--- config.mk ---
export PLATFORM = sky130hd
export DESIGN_NAME = amf0_token_parser_flat
export DESIGN_NICKNAME = d
export VERILOG_FILES = /design/src/rtl/amf0tp_pkg.sv /design/src/rtl/amf0tp_if.sv /design/src/rtl/amf0tp_step.sv /design/src/rtl/amf0_token_parser.sv /design/src/flat_wrapper.sv
export SDC_FILE = /design/constraint.sdc
export NUM_CORES = 1
export LEC_CHECK = 0
export ABC_AREA = 1
export BUFFER_PORTS_ARGS = -buffer_cell sky130_fd_sc_hd__buf_2
export CAP_MARGIN = 30
export CORE_MARGIN = 5
export CORE_UTILIZATION = 63
export DETAILED_ROUTE_END_ITERATION = 8
export GPL_TIMING_DRIVEN = 0
export PLACE_DENSITY = 0.88
export RECOVER_POWER = 25
export REMOVE_ABC_BUFFERS = 1
export SETUP_SLACK_MARGIN = 0.15
export SKIP_CTS_REPAIR_TIMING = 1
export SKIP_LAST_GASP = 1
export SYNTH_ARGS = -nofsm -noshare
export SYNTH_HDL_FRONTEND = slang
export SYNTH_HIERARCHICAL = 1
export SYNTH_SLANG_ARGS = --single-unit
--- constraint.sdc ---
create_clock -name clk_i -period 8.16 [get_ports clk_i]
set_input_delay 0.816 -clock clk_i [delete_from_list [all_inputs] [get_ports clk_i]]
set_output_delay 0.816 -clock clk_i [all_outputs]
set_load 0.01 [all_outputs]
--- src/rtl/amf0tp_pkg.sv ---
// amf0tp_pkg: types and codes shared by the AMF0 token parser.
// Parse phases, token kinds, marker bytes, parser state and result records.
// No dependencies.
package amf0tp_pkg;

  typedef enum logic [3:0] {
    PH_TOP         = 4'd0,
    PH_NUM         = 4'd1,
    PH_NUMFIX      = 4'd2,
    PH_BOOL        = 4'd3,
    PH_SLEN_HI     = 4'd4,
    PH_SLEN_LO     = 4'd5,
    PH_SBODY       = 4'd6,
    PH_KLEN_HI     = 4'd7,
    PH_KLEN_LO     = 4'd8,
    PH_KBODY       = 4'd9,
    PH_VALUE       = 4'd10,
    PH_AFTER_EMPTY = 4'd11
  } phase_e;

  typedef enum logic [2:0] {
    K_NUMBER   = 3'd0,
    K_BOOL     = 3'd1,
    K_STRBYTE  = 3'd2,
    K_KEYBYTE  = 3'd3,
    K_OBJSTART = 3'd4,
    K_OBJEND   = 3'd5,
    K_NULL     = 3'd6,
    K_MSGEND   = 3'd7
  } kind_e;

  localparam logic [7:0] MK_NUMBER   = 8'h00;
  localparam logic [7:0] MK_BOOL     = 8'h01;
  localparam logic [7:0] MK_STRING   = 8'h02;
  localparam logic [7:0] MK_OBJECT   = 8'h03;
  localparam logic [7:0] MK_NULL     = 8'h05;
  localparam logic [7:0] MK_OBJEND   = 8'h09;
  localparam logic [7:0] REPAIR_BYTE = 8'hC3;
  localparam logic [7:0] TRUE_BYTE   = 8'h01;

  typedef struct packed {
    phase_e       phase;
    logic [15:0]  remaining;
    logic [63:0]  shift;
    logic [2:0]   idx;
    logic [7:0]   len_hi;
    logic         in_obj;
    logic [7:0]   num_cnt;
    logic [7:0]   str_cnt;
    logic [7:0]   bool_cnt;
    logic [15:0]  repair;
  } state_t;

  localparam state_t STATE_RESET = '{
    phase:     PH_TOP,
    remaining: 16'd0,
    shift:     64'd0,
    idx:       3'd0,
    len_hi:    8'd0,
    in_obj:    1'b0,
    num_cnt:   8'd0,
    str_cnt:   8'd0,
    bool_cnt:  8'd0,
    repair:    16'd0
  };

  typedef struct packed {
    kind_e        kind;
    logic [63:0]  value;
    logic         empty;
    logic         tend;
    logic         obj;
    logic [7:0]   ord;
    logic         trunc;
    logic         last;
  } result_t;

  // results of one byte: up to two, first goes out before second
  typedef struct packed {
    logic    first_v;
    result_t first;
    logic    second_v;
    result_t second;
  } step_out_t;

endpackage

--- src/rtl/amf0tp_if.sv ---
// amf0tp_in_if / amf0tp_out_if: valid/ready channels of the AMF0 token parser.
// Byte input channel and token output channel. No dependencies.
interface amf0tp_in_if;
  logic       valid;
  logic       ready;
  logic [7:0] data_byte;
  logic       end_of_message;

  modport source (output valid, data_byte, end_of_message, input ready);
  modport sink (input valid, data_byte, end_of_message, output ready);
endinterface

interface amf0tp_out_if;
  logic        valid;
  logic        ready;
  logic [2:0]  token_kind;
  logic [63:0] token_value;
  logic        empty_text;
  logic        text_end;
  logic        inside_object;
  logic [7:0]  type_ordinal;
  logic        truncated;
  logic        last_result;

  modport source (output valid, token_kind, token_value, empty_text, text_end,
                  inside_object, type_ordinal, truncated, last_result,
                  input ready);
  modport sink (input valid, token_kind, token_value, empty_text, text_end,
                inside_object, type_ordinal, truncated, last_result,
                output ready);
endinterface

--- src/rtl/amf0tp_step.sv ---
// amf0tp_step: one-byte parse step of the AMF0 token parser.
// Combinational next state and results from current state and byte.
// Depends on amf0tp_pkg.
module amf0tp_step
  import amf0tp_pkg::*;
(
  input  state_t     st_i,
  input  logic [7:0] byte_i,
  input  logic       eom_i,
  output state_t     nxt_o,
  output step_out_t  res_o
);

  function automatic logic [7:0] sat_inc8(input logic [7:0] v);
    sat_inc8 = (v == 8'hFF) ? v : v + 8'd1;
  endfunction

  function automatic logic [15:0] sat_inc16(input logic [15:0] v);
    sat_inc16 = (v == 16'hFFFF) ? v : v + 16'd1;
  endfunction

  state_t      nxt;
  result_t     tok;
  result_t     msg;
  logic        tok_v;
  logic        marker;
  logic        finish;
  logic [15:0] len;
  logic [15:0] rem;
  phase_e      after_ph;

  always_comb begin
    nxt      = st_i;
    tok      = '0;
    tok_v    = 1'b0;
    marker   = 1'b0;
    finish   = 1'b0;
    len      = {st_i.len_hi, byte_i};
    rem      = st_i.remaining - 16'd1;
    after_ph = st_i.in_obj ? PH_KLEN_HI : PH_TOP;

    unique case (st_i.phase)
      PH_TOP, PH_VALUE: marker = 1'b1;
      PH_AFTER_EMPTY: begin
        if (byte_i == MK_OBJEND) begin
          tok_v      = 1'b1;
          tok.kind   = K_OBJEND;
          tok.obj    = 1'b1;
          nxt.in_obj = 1'b0;
          nxt.phase  = PH_TOP;
        end else begin
          marker = 1'b1;
        end
      end
      PH_NUM: begin
        if (st_i.idx != 3'd7) begin
          nxt.shift = {st_i.shift[55:0], byte_i};
          nxt.idx   = st_i.idx + 3'd1;
        end else if (byte_i == REPAIR_BYTE) begin
          // drop the corrupted byte, the next one stands in for it
          nxt.repair = sat_inc16(st_i.repair);
          nxt.phase  = PH_NUMFIX;
        end else begin
          finish = 1'b1;
        end
      end
      PH_NUMFIX: finish = 1'b1;
      PH_BOOL: begin
        tok_v     = 1'b1;
        tok.kind  = K_BOOL;
        tok.value = {63'd0, byte_i == TRUE_BYTE};
        tok.obj   = st_i.in_obj;
        tok.ord   = st_i.in_obj ? 8'd0 : st_i.bool_cnt;
        if (!st_i.in_obj) nxt.bool_cnt = sat_inc8(st_i.bool_cnt);
        nxt.phase = after_ph;
      end
      PH_SLEN_HI: begin
        nxt.len_hi = byte_i;
        nxt.phase  = PH_SLEN_LO;
      end
      PH_KLEN_HI: begin
        nxt.len_hi = byte_i;
        nxt.phase  = PH_KLEN_LO;
      end
      PH_SLEN_LO: begin
        if (len == 16'd0) begin
          tok_v     = 1'b1;
          tok.kind  = K_STRBYTE;
          tok.empty = 1'b1;
          tok.tend  = 1'b1;
          tok.obj   = st_i.in_obj;
          tok.ord   = st_i.in_obj ? 8'd0 : st_i.str_cnt;
          if (!st_i.in_obj) nxt.str_cnt = sat_inc8(st_i.str_cnt);
          nxt.phase = after_ph;
        end else begin
          nxt.remaining = len;
          nxt.phase     = PH_SBODY;
        end
      end
      PH_KLEN_LO: begin
        if (len == 16'd0) begin
          tok_v     = 1'b1;
          tok.kind  = K_KEYBYTE;
          tok.empty = 1'b1;
          tok.tend  = 1'b1;
          tok.obj   = 1'b1;
          nxt.phase = PH_AFTER_EMPTY;
        end else begin
          nxt.remaining = len;
          nxt.phase     = PH_KBODY;
        end
      end
      PH_SBODY: begin
        nxt.remaining = rem;
        tok_v         = 1'b1;
        tok.kind      = K_STRBYTE;
        tok.value     = {56'd0, byte_i};
        tok.tend      = (rem == 16'd0);
        tok.obj       = st_i.in_obj;
        tok.ord       = st_i.in_obj ? 8'd0 : st_i.str_cnt;
        if (rem == 16'd0) begin
          if (!st_i.in_obj) nxt.str_cnt = sat_inc8(st_i.str_cnt);
          nxt.phase = after_ph;
        end
      end
      PH_KBODY: begin
        nxt.remaining = rem;
        tok_v         = 1'b1;
        tok.kind      = K_KEYBYTE;
        tok.value     = {56'd0, byte_i};
        tok.tend      = (rem == 16'd0);
        tok.obj       = 1'b1;
        if (rem == 16'd0) nxt.phase = PH_VALUE;
      end
      default: nxt.phase = PH_TOP;
    endcase

    if (finish) begin
      tok_v       = 1'b1;
      tok.kind    = K_NUMBER;
      tok.value   = {st_i.shift[55:0], byte_i};
      tok.obj     = st_i.in_obj;
      tok.ord     = st_i.in_obj ? 8'd0 : st_i.num_cnt;
      if (!st_i.in_obj) nxt.num_cnt = sat_inc8(st_i.num_cnt);
      nxt.shift   = 64'd0;
      nxt.idx     = 3'd0;
      nxt.phase   = after_ph;
    end

    if (marker) begin
      unique case (byte_i)
        MK_NUMBER: begin
          nxt.phase = PH_NUM;
          nxt.idx   = 3'd0;
          nxt.shift = 64'd0;
        end
        MK_BOOL:   nxt.phase = PH_BOOL;
        MK_STRING: nxt.phase = PH_SLEN_HI;
        MK_OBJECT: begin
          // nested objects are skipped like unknown markers
          if (!st_i.in_obj) begin
            tok_v      = 1'b1;
            tok.kind   = K_OBJSTART;
            nxt.in_obj = 1'b1;
            nxt.phase  = PH_KLEN_HI;
          end else begin
            nxt.phase = after_ph;
          end
        end
        MK_NULL: begin
          tok_v     = 1'b1;
          tok.kind  = K_NULL;
          tok.obj   = st_i.in_obj;
          nxt.phase = after_ph;
        end
        default: nxt.phase = after_ph;
      endcase
    end

    msg       = '0;
    msg.kind  = K_MSGEND;
    msg.value = {48'd0, nxt.repair};
    msg.trunc = (nxt.phase != PH_TOP) || nxt.in_obj;
    msg.last  = 1'b1;
    tok.last  = !eom_i;

    if (eom_i) nxt = STATE_RESET;

    res_o.first_v  = tok_v || eom_i;
    res_o.first    = tok_v ? tok : msg;
    res_o.second_v = tok_v && eom_i;
    res_o.second   = msg;
    nxt_o          = nxt;
  end

endmodule

--- src/rtl/amf0_token_parser.sv ---
// amf0_token_parser: streaming AMF0 tokenizer, one message byte per transaction.
// The first token of a byte is registered on the output in the cycle after the byte is accepted.
// Throughput: one byte per cycle while the output is not stalled; a final byte that also closes
// a token yields two tokens and holds the input until the first is taken (one output port).
// Reset (rst_ni low, asynchronous): parser state cleared, output queue empty.
// Depends on amf0tp_pkg, amf0tp_in_if, amf0tp_out_if and amf0tp_step.
module amf0_token_parser
  import amf0tp_pkg::*;
(
  input  logic          clk_i,
  input  logic          rst_ni,
  amf0tp_in_if.sink     in_i,
  amf0tp_out_if.source  out_o
);

  state_t    st_q;
  state_t    st_d;
  step_out_t step;
  result_t   out_q, out_d;
  result_t   pend_q, pend_d;
  logic      out_valid_q, out_valid_d;
  logic      pend_valid_q, pend_valid_d;
  logic      accept;
  logic      take;

  amf0tp_step u_step (
    .st_i   (st_q),
    .byte_i (in_i.data_byte),
    .eom_i  (in_i.end_of_message),
    .nxt_o  (st_d),
    .res_o  (step)
  );

  assign take       = out_valid_q && out_o.ready;
  assign in_i.ready = !pend_valid_q && (!out_valid_q || out_o.ready);
  assign accept     = in_i.valid && in_i.ready;

  always_comb begin
    out_valid_d  = out_valid_q;
    pend_valid_d = pend_valid_q;
    out_d        = out_q;
    pend_d       = pend_q;
    if (accept) begin
      out_valid_d  = step.first_v;
      out_d        = step.first;
      pend_valid_d = step.second_v;
      pend_d       = step.second;
    end else if (take) begin
      out_valid_d  = pend_valid_q;
      out_d        = pend_q;
      pend_valid_d = 1'b0;
    end
  end

  always_ff @(posedge clk_i or negedge rst_ni) begin
    if (!rst_ni) begin
      st_q         <= STATE_RESET;
      out_valid_q  <= 1'b0;
      pend_valid_q <= 1'b0;
    end else begin
      if (accept) st_q <= st_d;
      out_valid_q  <= out_valid_d;
      pend_valid_q <= pend_valid_d;
    end
  end

  always_ff @(posedge clk_i) begin
    out_q  <= out_d;
    pend_q <= pend_d;
  end

  assign out_o.valid         = out_valid_q;
  assign out_o.token_kind    = out_q.kind;
  assign out_o.token_value   = out_q.value;
  assign out_o.empty_text    = out_q.empty;
  assign out_o.text_end      = out_q.tend;
  assign out_o.inside_object = out_q.obj;
  assign out_o.type_ordinal  = out_q.ord;
  assign out_o.truncated     = out_q.trunc;
  assign out_o.last_result   = out_q.last;

endmodule

--- src/flat_wrapper.sv ---
// flat-port wrapper written by rule: the top's interface ports become plain ports
module amf0_token_parser_flat import amf0tp_pkg::*;
  (clk_i, rst_ni, in_i_valid, in_i_data_byte, in_i_end_of_message, in_i_ready, out_o_valid, out_o_token_kind, out_o_token_value, out_o_empty_text, out_o_text_end, out_o_inside_object, out_o_type_ordinal, out_o_truncated, out_o_last_result, out_o_ready);
  amf0tp_in_if in_i_i ();
  amf0tp_out_if out_o_i ();
  input  logic clk_i;
  input  logic rst_ni;
  input wire logic [$bits(in_i_i.valid)-1:0] in_i_valid;
  input wire logic [$bits(in_i_i.data_byte)-1:0] in_i_data_byte;
  input wire logic [$bits(in_i_i.end_of_message)-1:0] in_i_end_of_message;
  output wire logic [$bits(in_i_i.ready)-1:0] in_i_ready;
  output wire logic [$bits(out_o_i.valid)-1:0] out_o_valid;
  output wire logic [$bits(out_o_i.token_kind)-1:0] out_o_token_kind;
  output wire logic [$bits(out_o_i.token_value)-1:0] out_o_token_value;
  output wire logic [$bits(out_o_i.empty_text)-1:0] out_o_empty_text;
  output wire logic [$bits(out_o_i.text_end)-1:0] out_o_text_end;
  output wire logic [$bits(out_o_i.inside_object)-1:0] out_o_inside_object;
  output wire logic [$bits(out_o_i.type_ordinal)-1:0] out_o_type_ordinal;
  output wire logic [$bits(out_o_i.truncated)-1:0] out_o_truncated;
  output wire logic [$bits(out_o_i.last_result)-1:0] out_o_last_result;
  input wire logic [$bits(out_o_i.ready)-1:0] out_o_ready;
  assign in_i_i.valid = in_i_valid;
  assign in_i_i.data_byte = in_i_data_byte;
  assign in_i_i.end_of_message = in_i_end_of_message;
  assign in_i_ready = in_i_i.ready;
  assign out_o_valid = out_o_i.valid;
  assign out_o_token_kind = out_o_i.token_kind;
  assign out_o_token_value = out_o_i.token_value;
  assign out_o_empty_text = out_o_i.empty_text;
  assign out_o_text_end = out_o_i.text_end;
  assign out_o_inside_object = out_o_i.inside_object;
  assign out_o_type_ordinal = out_o_i.type_ordinal;
  assign out_o_truncated = out_o_i.truncated;
  assign out_o_last_result = out_o_i.last_result;
  assign out_o_i.ready = out_o_ready;
  amf0_token_parser u_core (.clk_i(clk_i), .rst_ni(rst_ni), .in_i(in_i_i), .out_o(out_o_i));
endmodule
==> results.json, run 1 <==
{
  "status": "finished, violations left",
  "violations": "max-capacitance violations, max-slew violations",
  "cts_htree_levels": 1,
  "holdCritPathClass": "reg2reg",
  "grt-ovfl-total": 0,
  "vias": 14634,
  "finalMaxSlewViolations": 55,
  "core_sq_um": 25900,
  "cp_max_fo": 85,
  "switching_power_mw": 2.46,
  "start_util_pct": 63.5,
  "fillers": 2018,
  "grt_pass1_vias": 14011,
  "fmax_ghz": 0.256,
  "numCtsBuffers": 31,
  "antenna_found_initial": 1,
  "routed_via_density": 6.07,
  "route.detailed.drc": 0,
  "yosysWarnings": 6,
  "synthCells": 2056,
  "clk_pin_slew_ns": 0.06,
  "maxCapViolations": 1,
  "std_cell_rows": 59,
  "wl_mm": 42.0,
  "relSlewSlack_pct": -129,
  "clock-root-buffer": "clkbuf_16",
  "timing.hold.ws_ns": 0.472,
  "p_seq_share_pct": 38.5,
  "final.setup_skew_ns": 0.0171,
  "routedWlPerCell_microns": 17.4,
  "grt_use_total_pct": 28.2,
  "finalHoldViolCount": 0,
  "syn_area_sq_um": 16500,
  "first_pass_iters": 6,
  "worst_setup_path_end_kind": "flip-flop",
  "p_leak_nw": 8.24,
  "grt_pass1_wl_mm": 69.0,
  "setup_viol": 0,
  "die_area_sq_um": 29500,
  "cts.sinks": 290,
  "place.gp.congestion": 0.917,
  "syn_to_final_growth_pct": 8.54,
  "path_class": "reg2reg",
  "combPwrFrac_pct": 38.1,
  "start_kind": "flip-flop",
  "detailed_place.area_sq_um": 16900,
  "clockPowerShare_pct": 23.4,
  "switching_share_pct": 40.9,
  "dieWidth_microns": 172,
  "rsz0062_at_grt": "no",
  "critPathArrivalTime_ns": 4.16,
  "finalInstanceArea_sq_um": 17900,
  "grt_max_degree": 148,
  "dp_hpwl_mm": 24.7,
  "p_int_mw": 3.56,
  "powerDensity_nw_per_um2": 337,
  "io_pins": 95,
  "worst_pin_slew_ns": 3.43,
  "post-route-util_pct": 69.0,
  "clk_latency_ns": 0.56,
  "cts_tree": "yes",
  "port_buffers": 94,
  "critPathRequiredTime_ns": 8.42,
  "die_height_microns": 172,
  "synth.avg_cell_area_sq_um": 8.01,
  "antennaDiodeCount": 0,
  "drt_first_iter_violations": 2002,
  "finalCriticalPeriod_ns": 3.90,
  "fin_crit_sh_pct": 47.8,
  "cts_max_path_buffers": 3,
  "antenna_left": 0,
  "num-nets-final": 2072,
  "layout-drive-gt1-share_pct": 7.80,
  "vdd_drop_max_mv": 0.585
}
[critical path, stage by stage (launching register included)]
cell	delay, ns
dfrtp_1	0.45
nand2_4	0.54
buf_16	0.37
nand3_4	0.67
buf_16	0.50
o21ai_4	0.27
buf_12	0.28
buf_12	0.21
buf_16	0.17
[per-layer routing]
| metal | track usage (%) | share of wire, % |
|---|---|---|
| met5 | 0 | 0.031 |
| met4 | 9.78 | 3.2 |
| met3 | 3.42 | 8.2 |
| met2 | 46.9 | 48 |
| met1 | 38.6 | 41 |
[through the flow]
stage / TNS, ns / instances / setup WS [ns] / power [mW]
after CTS: 0 / 2412 / 4.30 / 6.03
after global routing: 0 / 2412 / 4.03 / 6.40
after floorplan: -1568.75 / 1912 / -9.17 / 3.83
final: 0 / 2412 / 4.26 / 6.03
after detailed placement: 0 / 2354 / 3.81 / 4.59
after global placement: -4765.89 / 2341 / -22.65 / 4.56
[path summary, 6_finish.rpt]
kind	from	end	slack (ns)	depth (start not counted)
setup / recovery	u_core/out_o.valid	u_core/out_o.token_value[54]	4.26	8
hold reg to reg	u_core/st_q[105]	u_core/st_q[105]	0.47	2
hold / removal	u_core/st_q[105]	u_core/st_q[105]	0.47	2
setup reg to reg	u_core/out_o.valid	u_core/out_o.token_value[54]	4.26	8
max in group asynchronous	rst_ni	u_core/st_q[73]	4.81	1
min in group asynchronous	rst_ni	u_core/st_q[60]	1.41	1
[final cells by class]
class	instances	area (sq um)	share of cell area (%)
clock inverters	26	245	1.37
multi-input cells	1427	6840	38.3
flip-flops and latches	290	8060	45.1
clock buffers	32	779	4.36
inverters	195	744	4.17
repair buffers	107	782	4.38
well taps	335	419	2.35
[placed cells by master, fill, tap and decap left out, types with 10 or more instances in the layout]
cell type / n
a211oi_1: 63
a21oi_1: 24
a22oi_1: 11
a31oi_1: 11
buf_16: 10
buf_2: 73
clkbuf_1: 21
clkbuf_16: 31
conb_1: 63
dfrtp_1: 130
edfxtp_1: 160
inv_1: 188
nand2_1: 596
nand3_1: 50
nand4_1: 225
nor2_1: 220
nor3_1: 22
o21ai_0: 47
o22ai_1: 21
[power groups by stage]
stage	logic [mW]	registers, mW	clock network (mW)
floorplan	1.41	2.42	0
detailed placement	2.26	2.34	0
finish	2.29	2.32	1.41
global route	2.53	2.37	1.50
CTS	2.28	2.31	1.44
global placement	2.18	2.38	0
[sequential cells by signal, summed over array words and instances (netlist names)]
| signal | count |
|---|---|
| u_core/out_o.empty_text | 1 |
| u_core/out_o.inside_object | 1 |
| u_core/out_o.last_result | 1 |
| u_core/out_o.text_end | 1 |
| u_core/out_o.token_kind | 3 |
| u_core/out_o.token_value | 64 |
| u_core/out_o.truncated | 1 |
| u_core/out_o.type_ordinal | 8 |
| u_core/out_o.valid | 1 |
| u_core/pend_q | 80 |
| u_core/pend_valid_q | 1 |
| u_core/st_q | 128 |
No activity file was read; power rests on OpenSTA's default activity.
==> inputs of run 2 (changes only) <==
- CORE_UTILIZATION: 63 -> 57
- PLACE_DENSITY: 0.88 -> 0.84
- clock period: 8.16 -> 3.2 ns (I/O delays scaled with it)
==> run 2 against run 1 <==
Compared with the run above: the flow still finishes with violations (max-capacitance violations, max-slew violations); clock skew is 0.0053 ns lower; flip-flop and latch count unchanged; register-to-register slack worse by 4.0 ns; worst hold slack worse by 0.29 ns; sequential power rose to 2.6 times the previous value; final area rose by 1.5%; critical endpoint is now u_core/out_o.token_value[5]; largest cell class unchanged.
==> results.json, run 2 (synthesis gave the netlist of run 1 again) <==
{
  "status": "finished, violations left",
  "violations": "max-capacitance violations, max-slew violations",
  "route.detailed.drc": 0,
  "post-place-ws_ns": -0.508,
  "start_kind": "flip-flop",
  "clk_latency_ns": 0.57,
  "layout-drive-gt1-share_pct": 9.04,
  "relSlewSlack_pct": -57.0,
  "port_buffers": 94,
  "clock-root-buffer": "clkbuf_16",
  "dieWidth_microns": 180,
  "finalHoldViolCount": 0,
  "grt_pass1_vias": 13621,
  "antennaDiodeCount": 0,
  "holdCritPathClass": "in2reg",
  "fin_crit_sh_pct": 90.8,
  "finalCriticalPeriod_ns": 2.90,
  "cp_max_fo": 14,
  "cts.sinks": 290,
  "grt_use_total_pct": 24.8,
  "clk_pin_slew_ns": 0.06,
  "antenna_found_initial": 0,
  "r2r-end": "u_core/out_o.token_value[5]",
  "maxCapViolations": 1,
  "p_leak_nw": 8.31,
  "cts_htree_levels": 1,
  "fin_ws_ns": 0.296,
  "rr_startpoint": "u_core/st_q[135]",
  "worst_setup_path_end_kind": "flip-flop",
  "routedWlPerCell_microns": 17.3,
  "drt_first_iter_violations": 1962,
  "r2r_cells": 14,
  "critPathArrivalTime_ns": 3.34,
  "first_pass_iters": 6,
  "timing.hold.ws_ns": 0.181,
  "std_cell_rows": 62,
  "critPathRequiredTime_ns": 3.64,
  "fin_total_pwr_mw": 15.6,
  "setup_tns_ns": 0,
  "final.setup_skew_ns": 0.0118,
  "antenna_left": 0,
  "worstSetupStartpoint": "u_core/st_q[135]",
  "io_pins": 95,
  "vdd_drop_max_mv": 0.499,
  "largest_reg_flops": 128,
  "fillers": 2306,
  "place.gp.congestion": 0.900,
  "r2r_slack_ns": 0.30,
  "rsz0062_at_grt": "no",
  "fmax_ghz": 0.344,
  "num-nets-final": 2085,
  "path_class": "reg2reg",
  "grt-ovfl-total": 0,
  "setup_viol": 0,
  "largest_register": "u_core/st_q",
  "cts_max_path_buffers": 3,
  "vias": 14571,
  "grt_pass1_wl_mm": 68.9,
  "start_util_pct": 57.5,
  "dp_hpwl_mm": 25.0,
  "wl_mm": 42.9,
  "crit_end": "u_core/out_o.token_value[5]",
  "powerDensity_nw_per_um2": 859,
  "worst_pin_slew_ns": 2.35,
  "layout_commonest_cell": "nand2_1",
  "syn_to_final_growth_pct": 10.2,
  "die_area_sq_um": 32400,
  "numCtsBuffers": 31,
  "routed_via_density": 5.89,
  "cts_tree": "yes",
  "grt_max_degree": 157,
  "die_height_microns": 180,
  "core_sq_um": 28600,
  "finalMaxSlewViolations": 43,
  "final_cell_mix": "594 x nand2_1, 225 x nand4_1, 211 x nor2_1"
}
==> run 2: cell count changes in the layout (fill, tap and decap cells not counted), sizes merged, moves of 3 or more <==
| cell | delta |
|---|---|
| clkinv | -7 |
| buf | +8 |
| clkbuf | +7 |
| nand3 | +3 |
==> run 2: layout make-up <==
cell class	count	area (sq um)	area share (%)
inverter	195	763	4.21
clock inverter	18	205	1.13
timing repair buffer	116	852	4.70
sequential	290	8060	44.4
clock buffer	40	820	4.52
multi-input combinational	1431	6970	38.4
tap	384	480	2.65
==> run 2: per-layer routing <==
metal / up-vias / GRT usage, % / wire length [microns]
met5: - / 0 / 0
met4: 0 / 6.74 / 999
met3: 86 / 3.01 / 3100
met2: 673 / 41.6 / 20900
met1: 6958 / 34.7 / 17900
li1: 6854 / - / -
==> run 2: where the power goes <==
group          leakage (nW)  internal (mW)  switching, mW
Sequential             3.37           5.32          0.603
Combinational          4.44           1.77           4.26
Clock                 0.499           2.13           1.50
==> run 2: stage by stage <==
step	cells	utilization, %	area [sq um]
after floorplan	1912	-	15600
after global placement	2390	57.8	16500
after detailed placement	2403	59.1	16900
after CTS	2461	62.7	17900
after global routing	2474	63.4	18100
final	2474	63.4	18100
==> run 2: worst min-delay path by stage <==
stage                     cells after the start        startpoint  slack (ns)                 end
after global placement                        2  u_core/st_q[102]        0.45    u_core/st_q[102]
after global routing                          3        in_i_valid        0.19     u_core/st_q[26]
final                                         3        in_i_valid        0.18     u_core/st_q[38]
after CTS                                     1            rst_ni       -0.32    u_core/st_q[104]
after floorplan                               0            rst_ni        0.02  u_core/out_o.valid
after detailed placement                      1            rst_ni        0.28    u_core/st_q[104]
==> run 2: critical path, stage by stage (launching register included) <==
cell and delay, ns:
dfrtp_1 0.40, inv_1 0.10, nor2_1 0.07, inv_1 0.14, nor2_1 0.10, nor2_2 0.28
inv_2 0.21, nand2_1 0.18, inv_1 0.14, nor4_1 0.24, nand2_2 0.17, buf_4 0.23
o21ai_0 0.25, nand4_1 0.15, nand2_1 0.11
==> inputs of run 3 (changes only) <==
- CORE_UTILIZATION: 57 -> 50
- PLACE_DENSITY: 0.84 -> 0.76
- REMOVE_ABC_BUFFERS: 1 -> unset
==> run 3 against run 2 <==
Compared with the run above: the run still ends with max-capacitance violations, max-slew violations left; register-to-register slack about the same; die area up 13%; global-route usage rose by 0.42 points; setup slack got worse by 0.0060 ns; routed wire length increased by 9.7%; cell count grew 10%; sequential share of layout area shrank 2.4 points; clock power is 15% higher; largest power group unchanged.
==> results.json, run 3 (synthesis gave the netlist of run 1 again) <==
{
  "start_util_pct": 50.6,
  "routedWlPerCell_microns": 17.3,
  "clk_latency_ns": 0.52,
  "antenna_found_initial": 0,
  "numCtsBuffers": 34,
  "core_sq_um": 32500,
  "critPathRequiredTime_ns": 3.60,
  "vdd_drop_max_mv": 0.431,
  "final_cell_mix": "596 x nand2_1, 225 x nand4_1, 207 x nor2_1",
  "finalMaxSlewViolations": 63,
  "die_height_microns": 191,
  "antennaDiodeCount": 0,
  "crit_chain": "inv_1 > nand2_2 > nor2_4 > nand3_2 > or2_1 > nand2_4 > inv_4 > nand3_1 > buf_2 > buf_1 > a211oi_1 > nand4_1 > nand2_1",
  "grt_max_degree": 69,
  "routed_via_density": 5.56,
  "largest_register": "u_core/st_q",
  "place.gp.congestion": 0.955,
  "relSlewSlack_pct": -15.8,
  "first_pass_iters": 6,
  "powerDensity_nw_per_um2": 860,
  "dieWidth_microns": 191,
  "dp_hpwl_mm": 33.4,
  "num-nets-final": 2274,
  "worstSetupStartpoint": "u_core/st_q[133]",
  "p_seq_share_pct": 35.8,
  "status": "finished, violations left",
  "violations": "max-capacitance violations, max-slew violations",
  "grt-ovfl-total": 0,
  "largest_reg_flops": 128,
  "die_area_sq_um": 36700,
  "cp_slowest_stage_delay_ns": 0.46,
  "syn_to_final_growth_pct": 16.4,
  "std_cell_rows": 66,
  "worst_pin_slew_ns": 1.74,
  "start_kind": "flip-flop",
  "p_leak_nw": 8.89,
  "clk_pin_slew_ns": 0.06,
  "io_pins": 95,
  "layout_commonest_cell": "nand2_1",
  "cts_htree_levels": 2,
  "antenna_left": 0,
  "switching_share_pct": 40.5,
  "cp_slowest_cell": "dfrtp_1",
  "route.detailed.drc": 0,
  "drt_first_iter_violations": 1769,
  "combPwrFrac_pct": 38.8,
  "seqCellArea_sq_um": 8060,
  "path_class": "reg2reg",
  "switching_power_mw": 6.68,
  "holdCritStartpoint": "out_o_ready",
  "worst_setup_path_end_kind": "flip-flop",
  "fmax_ghz": 0.344,
  "final.setup_skew_ns": 0.0201,
  "multi_input_area_sq_um": 6900,
  "critPathArrivalTime_ns": 3.31,
  "holdCritPathClass": "in2reg",
  "maxCapViolations": 1,
  "fillers": 2921,
  "rsz0062_at_grt": "yes",
  "vias": 15143,
  "clock-root-buffer": "clkbuf_16",
  "cp_top_family": "simple AND/OR/NAND/NOR gates",
  "finalHoldViolCount": 0,
  "cts.sinks": 290,
  "port_buffers": 92,
  "rr_startpoint": "u_core/st_q[133]",
  "cts_tree": "yes",
  "layout-drive-gt1-share_pct": 13.4,
  "clockPowerShare_pct": 25.3,
  "p_int_mw": 9.81,
  "fin_total_pwr_mw": 16.5,
  "fin_crit_sh_pct": 90.9,
  "grt_pass1_vias": 14095,
  "cp_max_fo": 10,
  "timing.hold.ws_ns": 0.198,
  "grt_use_total_pct": 25.3,
  "cts_max_path_buffers": 3,
  "grt_pass1_wl_mm": 74.3,
  "wl_mm": 47.0,
  "finalCriticalPeriod_ns": 2.91,
  "cp_num_buf_inv": 4,
  "setup_viol": 0
}
## run 3: tightest hold or removal path, stage by stage
cell and delay (ns):
buf_2 0.08, inv_2 0.06, o21ai_0 0.15, nand2_1 0.06
## run 3: worst paths after layout
check / cells after the start / slack [ns] / endpoint
setup / recovery: 13 / 0.29 / u_core/st_q[105]
hold / removal: 4 / 0.20 / u_core/pend_valid_q
setup reg to reg: 13 / 0.29 / u_core/st_q[105]
hold reg to reg: 2 / 0.47 / u_core/st_q[100]
max in group asynchronous: 2 / 1.23 / u_core/st_q[118]
min in group asynchronous: 2 / 0.79 / u_core/st_q[26]
## run 3: cell type report
type / instances / area share (%)
buffer: 205 / 5.80
tap: 442 / 2.88
clock inverter: 23 / 1.69
clock buffer: 39 / 4.70
sequential: 290 / 42.0
timing repair buffer: 101 / 3.01
inverter: 195 / 3.88
multi-input combinational: 1427 / 36.0
## run 3: per-stage QoR
| stage | instances | TNS, ns | util (%) | setup WS [ns] | area (sq um) |
|---|---|---|---|---|---|
| floorplan | 2117 | 0 | - | 0.236 | 16700 |
| global placement | 2651 | -65.93 | 54.5 | -0.639 | 17700 |
| detailed placement | 2655 | -0.0609 | 54.7 | -0.0436 | 17800 |
| CTS | 2717 | -0.0161 | 58.5 | -0.0161 | 19000 |
| global route | 2722 | 0 | 58.9 | 0.119 | 19200 |
| finish | 2722 | 0 | 58.9 | 0.290 | 19200 |
## run 3: routing by layer
layer  routed length [microns]  global-route usage (%)
met1                     20200                    35.8
met2                     21000                    39.2
met3                      4050                    4.40
met4                      1720                    9.28
met5                         0                       0
## run 3: power by group through the flow
stage	clock [mW]	sequential (mW)	combinational (mW)
after floorplan	0	6.09	3.87
after global placement	0	5.97	5.94
after detailed placement	0	5.95	6.14
after CTS	4.27	5.90	6.18
after global routing	4.44	6.02	7.03
final	4.18	5.91	6.41
